===== config.mk =====
export PLATFORM = sky130hd
export DESIGN_NAME = double_sqrt_newton
export DESIGN_NICKNAME = d
export VERILOG_FILES = /design/src/rtl/dsn_pkg.sv /design/src/rtl/dsn_ctrl.sv /design/src/rtl/dsn_dp.sv /design/src/rtl/double_sqrt_newton.sv
export SDC_FILE = /design/constraint.sdc
export NUM_CORES = 2
export LEC_CHECK = 0
export BUFFER_PORTS_ARGS = -buffer_cell sky130_fd_sc_hd__buf_4
export CAP_MARGIN = 20
export CORE_ASPECT_RATIO = 1.5
export CORE_UTILIZATION = 35
export DETAILED_ROUTE_END_ITERATION = 8
export HOLD_SLACK_MARGIN = 0.08
export PLACE_DENSITY = 0.52
export SETUP_SLACK_MARGIN = 0.15
export SYNTH_ARGS = -nofsm -noshare
export SYNTH_HDL_FRONTEND = slang
export SYNTH_SLANG_ARGS = --single-unit

===== constraint.sdc =====
create_clock -name clk -period 17.9 [get_ports clk]
set_input_delay 2.685 -clock clk [delete_from_list [all_inputs] [get_ports clk]]
set_output_delay 2.685 -clock clk [all_outputs]
set_load 0.01 [all_outputs]

===== src/rtl/dsn_pkg.sv =====
// Package for the Newton square root block: binary64 field constants and codes.
// Used by the controller, the datapath and the top level. No dependencies.
package dsn_pkg;

	localparam int ITERATION_LIMIT_DEFAULT = 20;
	localparam logic [63:0] QNAN_BITS  = 64'h7FF8000000000000;
	localparam logic [63:0] ONE_BITS   = 64'h3FF0000000000000;
	localparam logic [63:0] EXP_FIELD  = 64'h7FF0000000000000;
	localparam logic [63:0] FRAC_FIELD = 64'h000FFFFFFFFFFFFF;
	localparam logic [63:0] MAG_MASK   = 64'h7FFFFFFFFFFFFFFF;

	// Datapath commands.
	localparam logic [2:0] CMD_NONE  = 3'd0;
	localparam logic [2:0] CMD_LOAD  = 3'd1;
	localparam logic [2:0] CMD_DIV   = 3'd2;
	localparam logic [2:0] CMD_DSTEP = 3'd3;
	localparam logic [2:0] CMD_DFIN  = 3'd4;
	localparam logic [2:0] CMD_ADD   = 3'd5;

	typedef struct packed {
		logic [2:0] op;
	} dsn_cmd_t;

	typedef struct packed {
		logic special;   // result already final after load
		logic div_done;  // quotient bits all produced
		logic same;      // last update left the guess unchanged
	} dsn_stat_t;

endpackage


===== src/rtl/dsn_ctrl.sv =====
// Controller for the Newton square root block: sequences load, divide,
// add/halve and the stop tests. Depends on dsn_pkg.
module dsn_ctrl #(
	parameter int ITERATION_LIMIT = dsn_pkg::ITERATION_LIMIT_DEFAULT
) (
	input  logic               clk,
	input  logic               arst_n,
	input  logic               in_fire,
	input  logic               out_free,
	input  dsn_pkg::dsn_stat_t stat,
	output dsn_pkg::dsn_cmd_t  cmd,
	output logic               busy,
	output logic               done
);

	localparam int CW = $clog2(ITERATION_LIMIT + 1);
	localparam logic [2:0] S_IDLE = 3'd0;
	localparam logic [2:0] S_CHK  = 3'd1;
	localparam logic [2:0] S_DIV  = 3'd2;
	localparam logic [2:0] S_DFIN = 3'd3;
	localparam logic [2:0] S_ADD  = 3'd4;
	localparam logic [2:0] S_TEST = 3'd5;
	localparam logic [2:0] S_OUT  = 3'd6;

	logic [2:0]    state_q;
	logic [CW-1:0] iter_q;

	// State register and update counter.
	always_ff @(posedge clk or negedge arst_n) begin
		if (!arst_n) begin
			state_q <= S_IDLE;
			iter_q  <= '0;
		end else begin
			case (state_q)
				S_IDLE: begin
					if (in_fire) begin
						state_q <= S_CHK;
						iter_q  <= '0;
					end
				end
				S_CHK:  state_q <= stat.special ? S_OUT : S_DIV;
				S_DIV:  if (stat.div_done) state_q <= S_DFIN;
				S_DFIN: state_q <= S_ADD;
				S_ADD: begin
					state_q <= S_TEST;
					iter_q  <= iter_q + 1'b1;
				end
				S_TEST: begin
					if (stat.same || iter_q == CW'(ITERATION_LIMIT)) state_q <= S_OUT;
					else state_q <= S_DIV;
				end
				S_OUT:  if (out_free) state_q <= S_IDLE;
				default: state_q <= S_IDLE;
			endcase
		end
	end

	// Command decode.
	always_comb begin
		case (state_q)
			S_IDLE:  cmd.op = in_fire ? dsn_pkg::CMD_LOAD : dsn_pkg::CMD_NONE;
			S_DIV:   cmd.op = dsn_pkg::CMD_DSTEP;
			S_DFIN:  cmd.op = dsn_pkg::CMD_DFIN;
			S_ADD:   cmd.op = dsn_pkg::CMD_ADD;
			S_TEST:  cmd.op = (stat.same || iter_q == CW'(ITERATION_LIMIT)) ?
			                  dsn_pkg::CMD_NONE : dsn_pkg::CMD_DIV;
			S_CHK:   cmd.op = stat.special ? dsn_pkg::CMD_NONE : dsn_pkg::CMD_DIV;
			default: cmd.op = dsn_pkg::CMD_NONE;
		endcase
	end

	assign busy = (state_q != S_IDLE);
	assign done = (state_q == S_OUT);

endmodule


===== src/rtl/dsn_dp.sv =====
// Datapath for the Newton square root block: operand registers, a radix-2
// mantissa divider and a round-to-nearest-even adder with halving.
// Depends on dsn_pkg.
module dsn_dp (
	input  logic               clk,
	input  logic [63:0]        operand_bits,
	input  dsn_pkg::dsn_cmd_t  cmd,
	output dsn_pkg::dsn_stat_t stat,
	output logic [63:0]        root_bits
);

	// Operand x is positive, finite and nonzero on the iterative path, as is guess.
	logic [63:0] x_q, g_q, res_q, q_q;
	logic        special_q, same_q;
	// Divider state: quotient bits, remainder, step count.
	logic [55:0] quo_q;
	logic [54:0] rem_q;
	logic [53:0] dvs_q;
	logic [6:0]  dstep_q;
	logic signed [12:0] qexp_q;

	// Unpack helpers: biased exponent (normalized for a subnormal x) and mantissa with hidden bit.
	logic [10:0] xe, ge;
	logic [52:0] xm, gm;
	logic [5:0]  xlz;
	logic [52:0] xmn;
	logic signed [12:0] xen;
	always_comb begin
		xe = x_q[62:52];
		ge = g_q[62:52];
		xm = {xe != 11'd0, x_q[51:0]};
		gm = {1'b1, g_q[51:0]};
		xlz = 6'd0;
		for (int i = 52; i >= 0; i--) begin
			if (xm[i] && xlz == 6'd0 && i != 52) xlz = 6'(52 - i);
			if (xm[52]) xlz = 6'd0;
		end
		xmn = xm << xlz;
		xen = (xe == 11'd0) ? 13'sd1 - $signed({7'd0, xlz}) : $signed({2'd0, xe});
	end

	// Quotient rounding: q has 56 bits with leading bit at 55 or 54.
	logic [55:0] qn;
	logic signed [12:0] qe;
	logic [52:0] qm;
	logic        qr, qs, qup;
	logic [53:0] qmr;
	logic [63:0] qbits;
	always_comb begin
		if (quo_q[55]) begin
			qn = quo_q; qe = qexp_q;
		end else begin
			qn = quo_q << 1; qe = qexp_q - 13'sd1;
		end
		qm  = qn[55:3];
		qr  = qn[2];
		qs  = qn[1] | qn[0] | (rem_q != 55'd0);
		qup = qr & (qs | qm[0]);
		qmr = {1'b0, qm} + {53'd0, qup};
		if (qmr[53]) qe = qe + 13'sd1;
		// A quotient below the normal range only comes from a subnormal operand.
		// It is then far below half an ulp of the guess, so flushing it to zero
		// leaves the rounded sum unchanged.
		if (qe <= 13'sd0) begin
			qbits = 64'd0;
		end else begin
			qbits = {1'b0, qe[10:0], qmr[53] ? qmr[52:1] : qmr[51:0]};
		end
	end

	// Sum g + q then halve; g is positive and normal, q is positive and normal or flushed to zero.
	logic [63:0] big, sml;
	logic [10:0] eb, es, ediff;
	logic [55:0] mb, ms, msh;
	logic        stk;
	logic [56:0] msum;
	logic [55:0] mn;
	logic signed [12:0] se;
	logic [52:0] sm;
	logic        sr, ss, sup;
	logic [53:0] smr;
	logic [63:0] sbits;
	always_comb begin
		if (g_q[62:0] >= q_q[62:0]) begin
			big = g_q; sml = q_q;
		end else begin
			big = q_q; sml = g_q;
		end
		eb = big[62:52];
		es = sml[62:52];
		ediff = eb - es;
		mb = {1'b1, big[51:0], 3'd0};
		ms = {es != 11'd0, sml[51:0], 3'd0};
		stk = 1'b0;
		if (ediff > 11'd56) begin
			msh = 56'd0; stk = (ms != 56'd0);
		end else begin
			msh = ms >> ediff;
			stk = ((msh << ediff) != ms);
		end
		msum = {1'b0, mb} + {1'b0, msh};
		if (msum[56]) begin
			mn = msum[56:1]; stk = stk | msum[0]; se = $signed({2'd0, eb});
		end else begin
			mn = msum[55:0]; se = $signed({2'd0, eb}) - 13'sd1;
		end
		sm  = mn[55:3];
		sr  = mn[2];
		ss  = mn[1] | mn[0] | stk;
		sup = sr & (ss | sm[0]);
		smr = {1'b0, sm} + {53'd0, sup};
		if (smr[53]) se = se + 13'sd1;
		// se already includes the halving (sum exponent eb+1 minus one).
		if (se >= 13'sd2047) sbits = 64'h7FF0000000000000;
		else sbits = {1'b0, se[10:0], smr[53] ? smr[52:1] : smr[51:0]};
	end

	// Special operand decode at load.
	logic [63:0] mag;
	logic        is_nan;
	assign mag    = operand_bits & dsn_pkg::MAG_MASK;
	assign is_nan = ((mag & dsn_pkg::EXP_FIELD) == dsn_pkg::EXP_FIELD) &&
	                ((mag & dsn_pkg::FRAC_FIELD) != 64'd0);

	logic [54:0] rtry;
	assign rtry = rem_q - {1'b0, dvs_q};

	// Register updates under command.
	always_ff @(posedge clk) begin
		case (cmd.op)
			dsn_pkg::CMD_LOAD: begin
				x_q       <= operand_bits;
				special_q <= 1'b1;
				same_q    <= 1'b0;
				if (is_nan) res_q <= dsn_pkg::QNAN_BITS;
				else if (mag == 64'd0) res_q <= operand_bits;
				else if (operand_bits[63]) res_q <= dsn_pkg::QNAN_BITS;
				else if (mag == dsn_pkg::EXP_FIELD) res_q <= operand_bits;
				else begin
					special_q <= 1'b0;
					g_q <= (operand_bits[62:0] > dsn_pkg::ONE_BITS[62:0]) ?
					       operand_bits : dsn_pkg::ONE_BITS;
				end
			end
			dsn_pkg::CMD_DIV: begin
				rem_q   <= {2'b0, xmn};
				dvs_q   <= {1'b0, gm};
				quo_q   <= 56'd0;
				dstep_q <= 7'd0;
				qexp_q  <= xen - $signed({2'd0, ge}) + 13'sd1023;
			end
			dsn_pkg::CMD_DSTEP: begin
				if (!rtry[54]) begin
					rem_q <= {rtry[53:0], 1'b0};
					quo_q <= {quo_q[54:0], 1'b1};
				end else begin
					rem_q <= {rem_q[53:0], 1'b0};
					quo_q <= {quo_q[54:0], 1'b0};
				end
				dstep_q <= dstep_q + 7'd1;
			end
			dsn_pkg::CMD_DFIN: q_q <= qbits;
			dsn_pkg::CMD_ADD: begin
				same_q <= (sbits == g_q);
				g_q    <= sbits;
				res_q  <= sbits;
			end
			default: ;
		endcase
	end

	assign stat.special  = special_q;
	assign stat.div_done = (dstep_q == 7'd55);
	assign stat.same     = same_q;
	assign root_bits     = res_q;

endmodule


===== src/rtl/double_sqrt_newton.sv =====
// Top level of the Newton square root block for binary64 operands.
// Instantiates dsn_ctrl and dsn_dp; uses dsn_pkg.
//
// One request in, one result out. A special operand goes from the load and
// check straight to the output. Others run N updates, N at most
// ITERATION_LIMIT; each update is the one-bit-per-cycle mantissa divider,
// then quotient rounding, add/halve and the stop test. One request is
// worked on at a time; a finished result moves to an output register, so
// the next request can be accepted while that result waits to be taken.
module double_sqrt_newton #(
	parameter int ITERATION_LIMIT = dsn_pkg::ITERATION_LIMIT_DEFAULT
) (
	input  logic        clk,
	input  logic        arst_n,
	input  logic        s_tvalid,
	output logic        s_tready,
	input  logic [63:0] s_tdata,   // [63:0] operand_bits
	output logic        m_tvalid,
	input  logic        m_tready,
	output logic [63:0] m_tdata    // [63:0] root_bits
);

	dsn_pkg::dsn_cmd_t  cmd;
	dsn_pkg::dsn_stat_t stat;
	logic        busy, done;
	logic [63:0] root_bits;
	logic        out_free;
	logic        out_valid_q;
	logic [63:0] out_data_q;

	assign s_tready = !busy;
	assign out_free = !out_valid_q || m_tready;

	// Output register: takes a finished result whenever it is empty or being read.
	always_ff @(posedge clk or negedge arst_n) begin
		if (!arst_n) begin
			out_valid_q <= 1'b0;
			out_data_q  <= '0;
		end else if (done && out_free) begin
			out_valid_q <= 1'b1;
			out_data_q  <= root_bits;
		end else if (m_tready) begin
			out_valid_q <= 1'b0;
		end
	end

	assign m_tvalid = out_valid_q;
	assign m_tdata  = out_data_q;

	dsn_ctrl #(.ITERATION_LIMIT(ITERATION_LIMIT)) u_ctrl (
		.clk(clk), .arst_n(arst_n),
		.in_fire(s_tvalid && !busy), .out_free(out_free),
		.stat(stat), .cmd(cmd), .busy(busy), .done(done)
	);

	dsn_dp u_dp (
		.clk(clk), .operand_bits(s_tdata), .cmd(cmd), .stat(stat), .root_bits(root_bits)
	);

endmodule

Yosys cells after proc, flatten, opt, wreduce, memory -nomap -nowiden
Index checks and enable logic that the tools add are counted.

Bits in registers: 512. Bits of input ports: 68. Word-level logic and storage cells: 349.

Add/sub/neg operators: 14. Magnitude comparators: 5. Eq/ne operators: 25. Shift-type cells: 3. Multiplexer cells: 151. Bitwise operators: 9. Reductions and logical operators: 127.

Operators with widths (number): 2-to-1 mux 6 bit (103); 2-to-1 mux 64 bit (8); zero test 6 bit (51); case mux 64 bit (2 select lines) (2); 2-to-1 mux 63 bit (4); 2-to-1 mux 56 bit (3); case mux 56 bit (2 select lines) (1); case mux 55 bit (2 select lines) (1); adder 53 x 1 -> 54 bit (2); 2-to-1 mux 52 bit (2); 2-to-1 mux 13 bit (5); == test 63 x 64 -> 1 bit (1); zero test 64 bit (1); nonzero test 64 bit (1); == test 63 bit (second input constant) (1); greater-or-equal comparator 63 bit (1); greater-than comparator 63 x 62 -> 1 bit (second input constant) (1); adder 56 x 56 -> 57 bit (1); inequality test 56 bit (1); left shift 56 x 11 -> 56 bit (1); right shift 56 x 11 -> 56 bit (1); 2-to-1 mux 55 bit (1); nonzero test 55 bit (1); subtractor 55 x 53 -> 55 bit (1); 46 further kinds (139).

Longest topological paths before layout
Depth after elaboration: 210. Gate-level depth with buffers: 76. Mapped depth without buffers: 67.

By module
From an unflattened synthesis, not the netlist that was laid out.

Cell total of the unflattened synthesis: 6262. Area, all modules: 51971.1 um2.

Modules (own cells, without submodules): dsn_dp (times used 1, cells an instance 6065, area each 48785.5 um2); double_sqrt_newton (times used 1, cells an instance 140, area each 2681.3 um2); dsn_ctrl (times used 1, cells an instance 57, area each 504.2 um2).

Worst setup path before layout
OpenSTA, ideal clock, no wires.

Kind: register -> register. Start: register u_dp.g_q[1]. End: register u_dp.same_q (data pin). Arrival time: 15.290 ns. Required time: 17.718 ns. Slack: 2.429 ns. Stages on the path, launching flop included: 72. Period minus slack after synthesis: 15.471 ns. Path through: edfxtp_1 -> ha_1 -> nor2b_1 -> o21a_1 -> o21a_1 -> o21a_1 -> o21a_1 -> o21ai_0 -> a21oi_1 -> o21ba_2 -> o21ai_0 -> a21oi_1 -> o31ai_1 -> nand4_1 -> and2_1 -> ha_1 -> clkbuf_1 -> inv_2 -> [36 not listed] -> and3_1 -> nand2_1 -> nor3_1 -> nand3_1 -> nor4_1 -> a41oi_1 -> or3_1 -> clkbuf_1 -> nor3_1 -> nor2b_1 -> clkbuf_1 -> or3_1 -> a211oi_1 -> and3_1 -> o211ai_1 -> nor4b_1 -> nor4b_1 -> nor4b_1.

Word-level cells in the longest chain between the ends: 18. Elaborated cells between the ends (all ways): 30.

Ends and longest elaborated chain: start: declaration (RTL line dsn_dp.sv:13) `logic [63:0] x_q, g_q, res_q, q_q;`; start signal: assignment (RTL line dsn_dp.sv:141) `g_q <= (operand_bits[62:0] > dsn_pkg::ONE_BITS[62:0]) ?`; start signal: assignment (RTL line dsn_dp.sv:165) `g_q <= sbits;`; greater-or-equal comparator 63 bit (RTL line dsn_dp.sv:84) `if (g_q[62:0] >= q_q[62:0]) begin`; 2-to-1 mux 63 bit (RTL line dsn_dp.sv:84); subtractor 11 bit / nonzero test 11 bit (equally long branches) (RTL line dsn_dp.sv:91, dsn_dp.sv:93); right shift 56 x 11 -> 56 bit (RTL line dsn_dp.sv:98) `msh = ms >> ediff;`; left shift 56 x 11 -> 56 bit (RTL line dsn_dp.sv:99) `stk = ((msh << ediff) != ms);`; inequality test 56 bit (RTL line dsn_dp.sv:99); 2-to-1 mux 1 bit (RTL line dsn_dp.sv:95) `if (ediff > 11'd56) begin`; OR 1 bit (RTL line dsn_dp.sv:103) `mn = msum[56:1]; stk = stk | msum[0]; se = $signed({2'd0, eb});`; [2 not listed]; OR 1 bit (RTL line dsn_dp.sv:110) `sup = sr & (ss | sm[0]);`; bitwise AND 1 bit (RTL line dsn_dp.sv:110); adder 53 x 1 -> 54 bit (RTL line dsn_dp.sv:111) `smr = {1'b0, sm} + {53'd0, sup};`; 2-to-1 mux 13 bit (RTL line dsn_dp.sv:112) `if (smr[53]) se = se + 13'sd1;`; greater-or-equal comparator 13 x 12 -> 1 bit (RTL line dsn_dp.sv:114) `if (se >= 13'sd2047) sbits = 64'h7FF0000000000000;`; 2-to-1 mux 63 bit (RTL line dsn_dp.sv:114); == test 63 x 64 -> 1 bit (*) (RTL line dsn_dp.sv:164) `same_q <= (sbits == g_q);`; case mux 1 bit (2 select lines) (*) (RTL line dsn_dp.sv:130) `case (cmd.op)`; end signal: assignment (RTL line dsn_dp.sv:164); end: declaration (RTL line dsn_dp.sv:14) `logic special_q, same_q;`.

Every way passes the cells marked *; elsewhere a longest branch is shown, timed or not. A chain may end at the register's enable or synchronous reset.

Final worst setup path
Same ends and word-level chain as after synthesis.

==> results.md <==
- Yosys mapped the design onto 133 distinct sky130hd cell types.
- The overall fraction of global-route tracks in use is 0.389.
- The class of the most critical hold timing path is reg2reg.
- The required time at the endpoint of the critical path is 18.42 ns.
- Of the post-synthesis cell area, the dominant cell type holds 0.254.
- Measured against the total synthesized area, the mux share comes to 0.102.
- The number of instances in the placed design is 8156.
- The starting utilization of the core area is 0.353.
- After detailed routing, the number of remaining DRC violations is 0.
- The largest vdd supply drop is 0.148 mV.
- Ranked by total cell area, the synthesized netlist is headed by sky130_fd_sc_hd__edfxtp_1 25%, sky130_fd_sc_hd__nand2_1 5.0%, sky130_fd_sc_hd__ha_1 4.9%.
- In this run the count of I/O pins placed on the die edge is 134.
- The count of max-cap constraint violations is 0.
- The startpoint class of the critical path is a flop.
- The number of DRC markers after the initial detailed-route iteration is 5855.
- The area inside the core boundary is 147000 sq um.
- For this run, asynchronously set or reset flops after synthesis account for 0.143.
- The count of warnings emitted by yosys is 0.
- The count of hold buffers inserted by post-cts repair is 0.
- Of the total synthesized cell area, the portion taken by XOR and XNOR cells is 0.0499.
- For this run the aggregate overflow at the end of global routing stands at 0.
- The placed instances occupy a cell area of 56000 sq um.
- Based on the critical path, the design can be clocked at up to 59.2 MHz.
- The biggest area contributor in the post-synthesis netlist is sky130_fd_sc_hd__edfxtp_1.
- The critical path's most frequent cell is sky130_fd_sc_hd__o21ai_0.
- In this run the tightest slew margin relative to its limit is 0.118.
- Buffers placed on the I/O ports in this run total 133.
- The count of nets after finishing is 6576.
- The finished cells cover 58100 sq um.
- Summed over all layers, the routed wires come to 298 mm.
- Adding up every negative setup slack in the final design gives 0 ns.
- The flow ran to the end, and the final reports show no timing, DRC or antenna violations.
- The category of the critical setup timing path is reg2reg.
- The H-tree generated during clock tree synthesis spans 2 levels.
- The final-report setup violation count is 0.
- Setup repair after global routing left no endpoint under its margin.
- The clock latency reported for the late side of the worst-skew pair is 0.73 ns.
- The global-route wire length before repair is 410 mm.
- For the finished layout, the period the worst path requires is 16.90 ns.
- The arrival time at the worst endpoint is 17.41 ns.
- The average wire length per cell after detail routing is 36.0 um.
- The total of flip-flops plus latches after synthesis is 511.
- The number of buffers added for setup after CTS is 0.
- From synthesis to final layout, the design area changed by 12.2%.
- The number of flops mapped to enable cells by yosys is 438.
- The remaining number of nets flagged by the antenna check after routing is 0.
- The tree is rooted in a sky130_fd_sc_hd__clkbuf_16.
- The first-pass iteration count of the detailed router is 8.
- The floorplan step defined a die boundary enclosing 149000 sq um.
- The largest family of logic cells by synthesized area is compound AO/OA/AOI/OAI gates.
- Summing over every cut layer, the via total after detailed routing is 54800.
- At the pin with the least slew margin, the transition time is 1.32 ns.
- The smallest hold slack is 0.464 ns.
- The number of hold violations in the final report came to 0.
- At the end of the flow the core is filled with cells to 0.396.
- STA classifies the critical path endpoint as a flop.
- The count of standard-cell rows is 172.
- The initial antenna violation count was 27.
- The via count of the first global-routing pass was 52900.
- The congestion estimate from routability-driven global placement came to 1.08.
- The post-synthesis compound-gate area fraction is 0.245.
- The placed wire-length estimate after detailed placement is 234 mm.
- The final cell count without fillers is 8281.
- The final period utilization is 0.944.
- For this design the ratio of total power to cell area is 248 nW/um^2.
- The simple-gate share of the synthesized area is 0.218.
- The number of clock buffers inserted by TritonCTS is 57.
- In the synthesized netlist the dominant register cell turns out to be sky130_fd_sc_hd__edfxtp_1.
- The adder-cell share of the synthesized area is 0.0497.
- The floorplan step set the die width to 316 um.
- The reported leakage power is 22.2 nW.
- The die is 473 um tall.
- The clock passes through at most 3 buffers.
- The number of nets produced by synthesis is 6494.
- A synthesized cell averages 8.32 sq um.
- The sequential area share after synthesis is 0.289.
- The final-report max-slew violation count is 0.
- In the final layout, the share of cells above drive strength 1 is 0.136.
- Entering global routing, the biggest net connects 94 pins.
- For this run, the slowest stage of the critical path takes 0.98 ns.
- Total power for the finished layout comes to 14.4 mW.
- After clock tree synthesis, the clock-pin slew on the worst setup and hold paths is 0.07 ns.
- The post-cts resize count is 0.
- The vias per cell is 6.62.
- OpenSTA, run right after detailed placement, puts the worst setup slack at 1.44 ns.
- The TritonCTS clock tree is yes.
- Setup slack closes at 1.00 ns.
- Along the worst path, the maximum fanout reaches 60.
- The instance count of the mapped netlist is 6222.
- The clock sink count is 511.
- The slowest cell on the critical path is sky130_fd_sc_hd__nor4b_1.
- The maximum clock skew at final layout is 0.0864 ns.
- After synthesis the cells add up to 51800 sq um.
-- registers in the layout, summed over array words and instances, names as in the netlist --
signal / flops
u_dp.g_q: 63
m_tvalid: 1
u_dp.same_q: 1
u_dp.root_bits: 64
u_dp.x_q: 63
u_dp.dstep_q: 7
u_dp.rem_q: 55
u_ctrl.state_q: 3
u_dp.special_q: 1
u_dp.q_q: 63
u_dp.quo_q: 56
u_dp.qexp_q: 13
u_dp.dvs_q: 52
u_ctrl.iter_q: 5
m_tdata: 64
-- worst paths after layout --
check | slack (ns) | depth (start not counted) | endpoint | from
setup reg to reg | 1.00 | 56 | u_dp.same_q | u_dp.g_q[1]
setup / recovery | 1.00 | 56 | u_dp.same_q | u_dp.g_q[1]
hold reg to reg | 0.46 | 1 | m_tdata[30] | u_dp.root_bits[30]
min in group asynchronous | 1.82 | 1 | m_tdata[57] | arst_n
max in group asynchronous | 14.99 | 2 | m_tdata[14] | arst_n
hold / removal | 0.46 | 1 | m_tdata[30] | u_dp.root_bits[30]
-- layout by cell type (no fill, tap or decap), types with 47 or more instances in the layout --
cell type                     n
sky130_fd_sc_hd__nand2_1    690
sky130_fd_sc_hd__nor2_1     525
sky130_fd_sc_hd__a21oi_1    480
sky130_fd_sc_hd__edfxtp_1   438
sky130_fd_sc_hd__buf_4      387
sky130_fd_sc_hd__o21ai_0    318
sky130_fd_sc_hd__inv_1      243
sky130_fd_sc_hd__mux2i_1    216
sky130_fd_sc_hd__ha_1       199
sky130_fd_sc_hd__nand3_1    190
sky130_fd_sc_hd__nor3_1     175
sky130_fd_sc_hd__xnor2_1    164
sky130_fd_sc_hd__xor2_1     127
sky130_fd_sc_hd__mux2_2     126
sky130_fd_sc_hd__and2_1     125
sky130_fd_sc_hd__a21o_1     117
sky130_fd_sc_hd__nand4_1    107
sky130_fd_sc_hd__nor4_1      95
sky130_fd_sc_hd__a211oi_1    77
sky130_fd_sc_hd__mux4_2      74
sky130_fd_sc_hd__dfrtp_1     73
sky130_fd_sc_hd__o21a_1      71
sky130_fd_sc_hd__o211ai_1    69
sky130_fd_sc_hd__and3_1      64
sky130_fd_sc_hd__a31oi_1     62
sky130_fd_sc_hd__o22ai_1     59
sky130_fd_sc_hd__clkbuf_16   57
sky130_fd_sc_hd__or3_1       55
sky130_fd_sc_hd__nor2b_1     54
sky130_fd_sc_hd__nand2b_1    47
-- worst max-delay path, delay by kind of cell (launching register included) --
kind	cells	cell delay, ns
xor gates and xnor gates	3	1.02
adders and majority gates	2	0.69
AOI/OAI and AO/OA	33	8.12
and+or+nand+nor	14	4.95
buffers and inverters	4	1.26
DFF	1	0.60
-- synth_stat cells (22+ instances only) --
| master | n |
|---|---|
| sky130_fd_sc_hd__o21a_1 | 73 |
| sky130_fd_sc_hd__xnor2_1 | 166 |
| sky130_fd_sc_hd__nand3_1 | 193 |
| sky130_fd_sc_hd__a221oi_1 | 44 |
| sky130_fd_sc_hd__mux4_2 | 74 |
| sky130_fd_sc_hd__clkbuf_1 | 298 |
| sky130_fd_sc_hd__o21ai_1 | 23 |
| sky130_fd_sc_hd__a21o_1 | 117 |
| sky130_fd_sc_hd__dfrtp_1 | 73 |
| sky130_fd_sc_hd__a31oi_1 | 64 |
| sky130_fd_sc_hd__xor2_1 | 129 |
| sky130_fd_sc_hd__o31ai_1 | 44 |
| sky130_fd_sc_hd__a22oi_1 | 29 |
| sky130_fd_sc_hd__and3_1 | 65 |
| sky130_fd_sc_hd__nor4_1 | 97 |
| sky130_fd_sc_hd__a2111oi_0 | 26 |
| sky130_fd_sc_hd__inv_1 | 243 |
| sky130_fd_sc_hd__a211oi_1 | 78 |
| sky130_fd_sc_hd__mux2i_1 | 217 |
| sky130_fd_sc_hd__buf_1 | 52 |
| sky130_fd_sc_hd__nand4_1 | 107 |
| sky130_fd_sc_hd__o21ai_0 | 323 |
| sky130_fd_sc_hd__nor2b_1 | 54 |
| sky130_fd_sc_hd__o211ai_1 | 69 |
| sky130_fd_sc_hd__nand2b_1 | 47 |
| sky130_fd_sc_hd__nor2_1 | 531 |
| sky130_fd_sc_hd__a21boi_0 | 25 |
| sky130_fd_sc_hd__nor3_1 | 181 |
| sky130_fd_sc_hd__edfxtp_1 | 438 |
| sky130_fd_sc_hd__mux2_2 | 126 |
| sky130_fd_sc_hd__o21bai_1 | 25 |
| sky130_fd_sc_hd__or2_2 | 33 |
| sky130_fd_sc_hd__or3_1 | 56 |
| sky130_fd_sc_hd__o2111ai_1 | 43 |
| sky130_fd_sc_hd__a21oi_1 | 483 |
| sky130_fd_sc_hd__ha_1 | 201 |
| sky130_fd_sc_hd__a211o_1 | 22 |
| sky130_fd_sc_hd__nand2_1 | 692 |
| sky130_fd_sc_hd__and2_1 | 125 |
| sky130_fd_sc_hd__o22ai_1 | 59 |
-- layout make-up --
cell class	count	area, sq um
Antenna cell	15	37.5
Clock buffer	59	1440
Clock inverter	48	475
Fill cell	15000	88500
Inverter	246	927
Multi-Input combinational cell	5093	34800
Sequential cell	511	15000
Tap cell	1914	2390
Timing Repair Buffer	395	3040
-- power breakdown --
group	total [mW]	internal (mW)	switching, mW
registers	2.52	1.96	0.556
logic	10.6	3.25	7.38
clock network	1.24	0.670	0.568
total	14.4	5.89	8.50
-- cells by family (layout without fill, tap and decap cells) --
family,Yosys count,after routing
other,0,15
muxes,419,419
DFF,511,511
and+or+nand+nor,2312,2312
adders and majority gates,204,204
AOI/OAI and AO/OA,1863,1863
xor gates and xnor gates,295,295
buffers and inverters,618,748
-- routing by layer --
layer  track usage  part of all wire  up-vias
li1              -                 -    23800
met2         0.645              0.47     3081
met1         0.396              0.34    26700
met3        0.0889             0.077     1202
met4         0.384              0.12       28
met5             0           0.00061        -
Power figures use the tool's default switching activity.
